## src/rtl/linear_probe_key_table_core_assert.svh

```systemverilog
// ---------------------------------------------------------------------------
// linear_probe_key_table_core assertion macros
// Shorthand for clocked implication checks, disabled while active-low reset is low.
// ---------------------------------------------------------------------------
`ifndef LINEAR_PROBE_KEY_TABLE_CORE_ASSERT_SVH
`define LINEAR_PROBE_KEY_TABLE_CORE_ASSERT_SVH

// same-cycle implication
`define LPKT_ASSERT_NOW(name, clk, rstn, ante, cons) \
  name: assert property (@(posedge clk) disable iff (!rstn) (ante) |-> (cons)) \
    else $error("lpkt check failed");

// next-cycle implication
`define LPKT_ASSERT_NEXT(name, clk, rstn, ante, cons) \
  name: assert property (@(posedge clk) disable iff (!rstn) (ante) |=> (cons)) \
    else $error("lpkt check failed");

`endif

```

## src/rtl/lpkt_pkg.sv

```systemverilog
// ---------------------------------------------------------------------------
// lpkt_pkg
// Shared types, codes and constants of the linear probe key table.
// ---------------------------------------------------------------------------
`timescale 1ns / 1ps
`default_nettype none

package lpkt_pkg;

  localparam int TABLE_SLOTS_DEF   = 1024;
  localparam int MAX_KEY_WORDS_DEF = 4;
  localparam int VALUE_BITS_DEF    = 24;

  localparam int IN_WORDS   = 4;
  localparam int WORD_W     = 32;
  localparam int OPCODE_W   = 2;
  localparam int STATUS_W   = 3;
  localparam int SLOT_IDX_W = 10;
  localparam int SLOTS_CFG_W = 11;
  localparam int WORDS_CFG_W = 3;
  localparam int HASH_CFG_W  = 2;
  localparam int CFG_DATA_W  = 11;
  localparam int CFG_IDX_W   = 2;

  localparam logic [SLOTS_CFG_W-1:0] SLOTS_RST = 11'd1024;
  localparam logic [WORDS_CFG_W-1:0] WORDS_RST = 3'd4;

  localparam logic [31:0] FNV_BASIS  = 32'd2166136261;
  localparam logic [31:0] FNV_PRIME  = 32'd16777619;
  localparam logic [31:0] GOLD_MUL   = 32'h9E3779B9;
  localparam logic [31:0] FMIX_C1    = 32'h85EBCA6B;
  localparam logic [31:0] FMIX_C2    = 32'hC2B2AE35;
  localparam logic [31:0] MUR_C1     = 32'hCC9E2D51;
  localparam logic [31:0] MUR_C2     = 32'h1B873593;
  localparam logic [31:0] MUR_ADD    = 32'hE6546B64;
  localparam logic [31:0] MUR_SEED   = 32'h9747B28C;

  typedef enum logic [OPCODE_W-1:0] {
    OP_INSERT = 2'd0,
    OP_SEARCH = 2'd1,
    OP_CLEAR  = 2'd2
  } opcode_t;

  typedef enum logic [CFG_IDX_W-1:0] {
    CFG_SLOTS = 2'd0,
    CFG_WORDS = 2'd1,
    CFG_HASH  = 2'd2
  } cfg_idx_t;

  typedef enum logic [HASH_CFG_W-1:0] {
    HK_FNV    = 2'd0,
    HK_MIX    = 2'd1,
    HK_MURMUR = 2'd2
  } hash_kind_t;

  typedef enum logic [STATUS_W-1:0] {
    ST_INSERTED  = 3'd0,
    ST_PRESENT   = 3'd1,
    ST_FULL      = 3'd2,
    ST_FOUND     = 3'd3,
    ST_NOT_FOUND = 3'd4,
    ST_CLEARED   = 3'd5
  } status_t;

  typedef enum logic [2:0] {
    S_SWEEP,
    S_IDLE,
    S_DECODE,
    S_HASH,
    S_MOD,
    S_READ,
    S_CHECK,
    S_POST
  } ctrl_state_t;

  typedef enum logic [3:0] {
    H_IDLE,
    H_FNV,
    H_MIX_MUL,
    H_FM_A,
    H_FM_B,
    H_FM_C,
    H_MUR_A,
    H_MUR_B,
    H_MUR_C,
    H_MUR_LEN,
    H_DONE
  } hash_ph_t;

  typedef struct packed {
    logic    capture;
    logic    hash_go;
    logic    mod_go;
    logic    probe_rd;
    logic    probe_adv;
    logic    ins_wr;
    logic    sweep;
    logic    res_load;
    status_t res_code;
  } dp_cmd_t;

  typedef struct packed {
    logic [OPCODE_W-1:0] op;
    logic                hash_done;
    logic                mod_done;
    logic                sweep_last;
    logic                slot_valid;
    logic                key_eq;
    logic                last_try;
  } dp_sts_t;

endpackage

`default_nettype wire

```

## src/rtl/lpkt_ctrl.sv

```systemverilog
// ---------------------------------------------------------------------------
// lpkt_ctrl
// Operation sequencer: sweep, hash, reduce, probe, post result.
// ---------------------------------------------------------------------------
`timescale 1ns / 1ps
`default_nettype none

`include "linear_probe_key_table_core_assert.svh"

module lpkt_ctrl import lpkt_pkg::*; (
  input  logic    clk,
  input  logic    rst_n,
  input  logic    in_valid,
  output logic    in_ready,
  output logic    out_valid,
  input  logic    out_ready,
  output dp_cmd_t cmd,
  input  dp_sts_t sts
);

  ctrl_state_t state_r, state_nxt;
  status_t     res_r, res_nxt;
  logic        resp_clear_r, resp_clear_nxt;
  logic        out_valid_r;
  logic        out_free;
  logic        is_ins;

  assign out_free = !out_valid_r || out_ready;
  assign is_ins   = (sts.op == OP_INSERT);

  // next state
  always_comb begin
    state_nxt      = state_r;
    res_nxt        = res_r;
    resp_clear_nxt = resp_clear_r;
    unique case (state_r)
      S_SWEEP: begin
        if (sts.sweep_last) begin
          state_nxt      = resp_clear_r ? S_POST : S_IDLE;
          res_nxt        = ST_CLEARED;
          resp_clear_nxt = 1'b0;
        end
      end
      S_IDLE: if (in_valid) state_nxt = S_DECODE;
      S_DECODE: begin
        priority if (sts.op == OP_INSERT || sts.op == OP_SEARCH) begin
          state_nxt = S_HASH;
        end else if (sts.op == OP_CLEAR) begin
          state_nxt      = S_SWEEP;
          resp_clear_nxt = 1'b1;
        end else begin
          state_nxt = S_POST;
          res_nxt   = ST_NOT_FOUND;
        end
      end
      S_HASH:  if (sts.hash_done) state_nxt = S_MOD;
      S_MOD:   if (sts.mod_done) state_nxt = S_READ;
      S_READ:  state_nxt = S_CHECK;
      S_CHECK: begin
        priority if (!sts.slot_valid) begin
          state_nxt = S_POST;
          res_nxt   = is_ins ? ST_INSERTED : ST_NOT_FOUND;
        end else if (sts.key_eq) begin
          state_nxt = S_POST;
          res_nxt   = is_ins ? ST_PRESENT : ST_FOUND;
        end else if (sts.last_try) begin
          state_nxt = S_POST;
          res_nxt   = is_ins ? ST_FULL : ST_NOT_FOUND;
        end else begin
          state_nxt = S_READ;
        end
      end
      S_POST:  if (out_free) state_nxt = S_IDLE;
      default: state_nxt = S_IDLE;
    endcase
  end

  // commands
  always_comb begin
    cmd           = '0;
    cmd.res_code  = res_r;
    cmd.capture   = (state_r == S_IDLE) && in_valid;
    cmd.hash_go   = (state_r == S_DECODE) && (sts.op == OP_INSERT || sts.op == OP_SEARCH);
    cmd.mod_go    = (state_r == S_HASH) && sts.hash_done;
    cmd.probe_rd  = (state_r == S_READ);
    cmd.probe_adv = (state_r == S_CHECK) && sts.slot_valid && !sts.key_eq && !sts.last_try;
    cmd.ins_wr    = (state_r == S_CHECK) && !sts.slot_valid && is_ins;
    cmd.sweep     = (state_r == S_SWEEP);
    cmd.res_load  = (state_r == S_POST) && out_free;
  end

  always_ff @(posedge clk) begin
    if (!rst_n) begin
      state_r      <= S_SWEEP;
      res_r        <= ST_NOT_FOUND;
      resp_clear_r <= 1'b0;
      out_valid_r  <= 1'b0;
    end else begin
      state_r      <= state_nxt;
      res_r        <= res_nxt;
      resp_clear_r <= resp_clear_nxt;
      if (cmd.res_load) begin
        out_valid_r <= 1'b1;
      end else if (out_ready) begin
        out_valid_r <= 1'b0;
      end
    end
  end

  assign in_ready  = (state_r == S_IDLE);
  assign out_valid = out_valid_r;

  `LPKT_ASSERT_NOW(a_load_free, clk, rst_n, cmd.res_load, !out_valid_r || out_ready)
  `LPKT_ASSERT_NOW(a_hash_state, clk, rst_n, sts.hash_done, state_r == S_HASH)
  `LPKT_ASSERT_NOW(a_ins_empty, clk, rst_n, cmd.ins_wr, !sts.slot_valid && is_ins)
  `LPKT_ASSERT_NEXT(a_busy_after_take, clk, rst_n, in_valid && in_ready, !in_ready)

endmodule

`default_nettype wire

```

## config.mk

```make
export PLATFORM = sky130hd
export DESIGN_NAME = lpkt_ctrl
export DESIGN_NICKNAME = d
export VERILOG_FILES = /design/src/rtl/lpkt_pkg.sv /design/src/rtl/lpkt_ctrl.sv
export VERILOG_INCLUDE_DIRS = /design/src /design/src/rtl
export SDC_FILE = /design/constraint.sdc
export NUM_CORES = 1
export LEC_CHECK = 0
export BUFFER_PORTS_ARGS = -buffer_cell sky130_fd_sc_hd__buf_2
export CAP_MARGIN = 20
export CORE_MARGIN = 4
export CORE_UTILIZATION = 50
export CTS_CLUSTER_SIZE = 12
export DETAILED_ROUTE_END_ITERATION = 6
export PLACE_DENSITY = 0.81
export SETUP_SLACK_MARGIN = 0.1
export SLEW_MARGIN = 0
export SYNTH_ARGS = -nofsm -noshare
export SYNTH_HDL_FRONTEND = slang
export SYNTH_SLANG_ARGS = --single-unit
```

## constraint.sdc

```tcl
create_clock -name clk -period 3.4 [get_ports clk]
set_input_delay 0.34 -clock clk [delete_from_list [all_inputs] [get_ports clk]]
set_output_delay 0.34 -clock clk [all_outputs]
set_load 0.02 [all_outputs]
```

* Word level (Yosys, flattened, before mapping) *
Cells that the tools add are included.

cells by class
  equal/unequal tests = 18
  multiplexer cells = 28
  reduce and logical (&&, ||, !) cells = 23

operators with widths
  kind                                                                    count
  3-bit two-way mux                                                       16
  3-bit case mux with 8 select lines                                      1
  2-bit != test (second input constant)                                   7
  3-bit equality test (second input constant)                             4
  5-bit AND reduction                                                     2
  1-bit logical AND                                                       9
  3-bit case mux with 3 select lines                                      1
  2-bit two-way mux                                                       4
  3-bit by 2-bit equality test with 1-bit output (second input constant)  2
  1-bit two-way mux                                                       5
  1-bit logical NOT                                                       4
  4-bit != test (second input constant)                                   1
  4-bit AND reduction                                                     1
  2-bit nonzero test                                                      2
  3-bit by 1-bit equality test with 1-bit output (second input constant)  1
  3-bit logical NOT                                                       1
  3-bit nonzero test                                                      1
  2-bit by 1-bit equality test with 1-bit output (second input constant)  1
  2-bit equality test (second input constant)                             1
  2-bit logical NOT                                                       1
  1-bit logical OR                                                        2
  2-bit by 1-bit != test with 1-bit output (second input constant)        1
  1-bit case mux with 2 select lines                                      1

word-level totals
  bits in registers = 8
  bits of input ports = 12
  output and inout bits = 13
  logic and storage cells = 73

* Logic depth before layout (Yosys ltp) *
  depth in word-level cells = 6
  depth in mapped cells = 6
  depth with buffers taken out = 5

* Worst setup path before layout *
No wires, ideal clock.

  kind = reg2out
  start = register state_r[2]
  end = output cmd[9] (netlist name)
  data arrival time = 1.413 ns
  required time = 3.060 ns
  path slack = 1.647 ns
  stages on the path, launching flop included = 4
  path buffers = 2
  cells stage by stage = dfxtp_1 buf_4 buf_2 nor4b_1

RTL lines
  what                      line             text
  start: declaration        lpkt_ctrl.sv:21  ctrl_state_t state_r, state_nxt;
  start signal: assignment  lpkt_ctrl.sv:99  state_r <= state_nxt;
  end: declaration          lpkt_ctrl.sv:17  output dp_cmd_t cmd,

==> summary.txt <==
Setup path
  • CP peak stage delay: 710 ps
  • Worst Path Arrival: 1650 ps
  • CP Capture Type: primary output
  • Worst path cell trace: nand2_1 -> nor2_1 -> and2_2 -> buf_2
  • Kind of critical path: register to primary output
  • Worst path required time: 3060 ps
  • Worst path slowest cell: dfxtp_1
  • Max FO, Critical Path: 21
  • CP startpoint kind: register

CTS
  • Clk sinks: 8
  • # resized after CTS: 0
  • Hold_buf cts: 0
  • CTS Buf Count: 3
  • Root Driver: clkbuf_4
  • # H-tree levels: 1
  • Reg clk slew, reported paths: 50 ps
  • Postcts setup bufs: 0
  • TritonCTS clock tree: done
  • Clock Path Buffers: 2
  • Worst-skew pair later-pin latency: 250 ps

Hold path
  • HP Class: primary input to register

Route
  • Initial DRC Count: 14
  • DRC: 0
  • Wire length per cell: 12.1 um
  • Post-DRT Antenna Nets: 0
  • Routed wire length: 1390 um
  • Vias per cell: 5.48
  • Pre-antenna DRT Iters: 4
  • Via Count: 630

Pwr
  • Sequential share of power: 42.7%
  • Logic pwr share: 32.0%
  • Worst vdd ir: 255 uV
  • Sw frac: 35.9%
  • Pwr Density: 375 nW/um^2
  • Part of the power in the clock network: 25.2%
  • Leakage: 0.337 nW
  • Psw: 0.000103 W
  • Internal: 0.000183 W
  • Total Power: 0.000285 W

Synthesis
  • Yosys warns: 0
  • Synth unique cells: 36
  • Syn nets: 93
  • Seq/Total Area, Yosys: 24.5%
  • Cells after synthesis: 80
  • Post-synthesis register bit count: 8
  • Synthesized area per cell: 8.18 um^2
  • Mapped cell area: 654 um^2

Timing
  • Setup TNS: 0 ps
  • Final setup vio count: 0
  • Fin crit share: 58.5%
  • Fin. max-slew vios: 0
  • Worst slew margin: 58.6%
  • Clock Skew: 1.66 ps
  • Worst-Margin Slew: 620 ps
  • Min Hold Slack: 408 ps
  • RSZ-0062 raised after global routing: no
  • Crit path time final: 1990 ps
  • Fmax: 0.503 GHz
  • Final Hold Fails: 0

Floorplanning
  • Placeable Area: 1170 um^2
  • Site row count: 12
  • Die span in y: 44.2 um
  • Io pins: 25
  • Starting Density: 55.9%
  • Die Width: 44.2 um
  • DIE AREA: 1950 um^2

GRT
  • Initial antenna violation count: 0
  • First-pass GRT wire length: 2230 um
  • Pin count of the biggest net entering global routing: 22
  • GR Overflow Total: 0
  • Total GRT Usage: 15.1%
  • Vias in the first global route: 532

Place
  • IO buf count: 24
  • Dpl hpwl: 1100 um
  • RePlAce Congestion: 0.817

Finish
  • Diode count: 0
  • # fillers: 108
  • Area Growth Syn to Fin: 16.3%
  • Nets: 116
  • Ratio of cells with drive above 1 in the final layout: 34.7%
  • Final Core Density: 65.0%

Run status
  • Status: finished, final reports clean

Flow run
  • Max-cap violations: 0
final cells by class:
class,instances,area (um^2),area share (%)
tap,14,17.5,2.30
inverter,4,15.0,1.97
timing repair buffer,24,120,15.8
multi-input combinational,62,425,55.9
clock buffer,3,22.5,2.96
sequential,8,160,21.1
through the flow:
stage | instances | cell area (um^2) | worst slack (ps)
after floorplan | 80 | 654 | 1650
after global placement | 112 | 738 | 1670
after detailed placement | 112 | 738 | 1600
after CTS | 115 | 761 | 1410
after global routing | 115 | 761 | 1210
final | 115 | 761 | 1410
routing by layer:
layer | GRT usage [%] | up-vias | share of wire, %
li1 | - | 328 | -
met1 | 18.0 | 284 | 43
met2 | 26.7 | 18 | 50
met3 | 6.10 | 0 | 7.2
met4 | 0 | 0 | 0
met5 | 0 | - | 0
Yosys cell counts:
master    number  area share (%)
inv_1          4             2.3
nand4b_1       1             1.3
nor2b_1        5             4.8
nor2_4         1             1.7
a32oi_1        1             1.3
nor3b_4        1             2.9
buf_4          2             2.3
mux2i_1        2             3.1
mux2_2         2             3.4
a21boi_0       1             1.1
mux2_4         1             2.3
o21a_1         1             1.1
clkbuf_8       1             2.1
o31ai_1        2             2.3
o22ai_1        1            0.96
ha_1           1             1.9
nand3_1        4             3.1
nor2_1         6             3.4
dfxtp_1        8              24
o211ai_1       1             1.1
nor4b_1        1             1.3
o221a_1        1             1.7
or2_2          1            0.96
buf_2          2             1.5
a21oi_1        5             3.8
a211o_1        1             1.3
nand2_1        7             4.0
nand4_1        1            0.96
nor4_1         1            0.96
nor3b_1        2             2.3
nor3_1         5             3.8
nand2b_1       3             2.9
o221a_4        1             3.1
and2_2         1             1.1
o21ai_0        1            0.76
buf_8          1             2.3
registers in the layout (all words and copies together) (netlist names):
register,flops
out_valid,1
res_r,3
resp_clear_r,1
state_r,3
cell families (layout without fill, tap and decap cells):
logic type,count (synthesis),in the layout,synth area share (%)
flip-flops,8,8,24.5
AND/OR/NAND/NOR,40,40,35.6
buffers and inverters,10,31,10.5
adder cells (fa/ha/maj),1,1,1.91
AO/OA/AOI/OAI,16,16,18.7
multiplexers,5,5,8.79
power groups by stage:
| stage | registers, W | logic (W) | clock network (W) |
|---|---|---|---|
| after floorplan | 0.000109 | 0.0000882 | 0 |
| after global placement | 0.000123 | 0.0000908 | 0 |
| final | 0.000122 | 0.0000915 | 0.0000720 |
| after global routing | 0.000125 | 0.000101 | 0.0000809 |
| after detailed placement | 0.000124 | 0.0000923 | 0 |
| after CTS | 0.000122 | 0.0000926 | 0.0000742 |
critical path, delay by kind of cell, from the launching register on:
kind	cells	cell delay (ps)
flip-flops	1	710
AND/OR/NAND/NOR	3	530
buffers and inverters	1	150
final timing paths:
kind	from	to	slack (ps)	depth (start not counted)
setup / recovery	state_r[2]	cmd[6]	1410	4
hold / removal	sts[2]	res_r[1]	410	3
setup reg to reg	state_r[2]	state_r[2]	1560	4
hold reg to reg	res_r[1]	res_r[1]	460	2
cell usage in the layout, fill, tap and decap left out, types with 2 or more instances in the layout:
master and count:
a21oi_1 5, buf_2 24, clkbuf_4 3, dfxtp_1 8
inv_1 4, mux2_2 2, mux2i_1 2, nand2_1 7
nand2b_1 3, nand3_1 4, nor2_1 6, nor2b_1 5
nor3_1 5, nor3b_1 2, o31ai_1 2
Note: power is estimated with default switching activity, not from simulation.
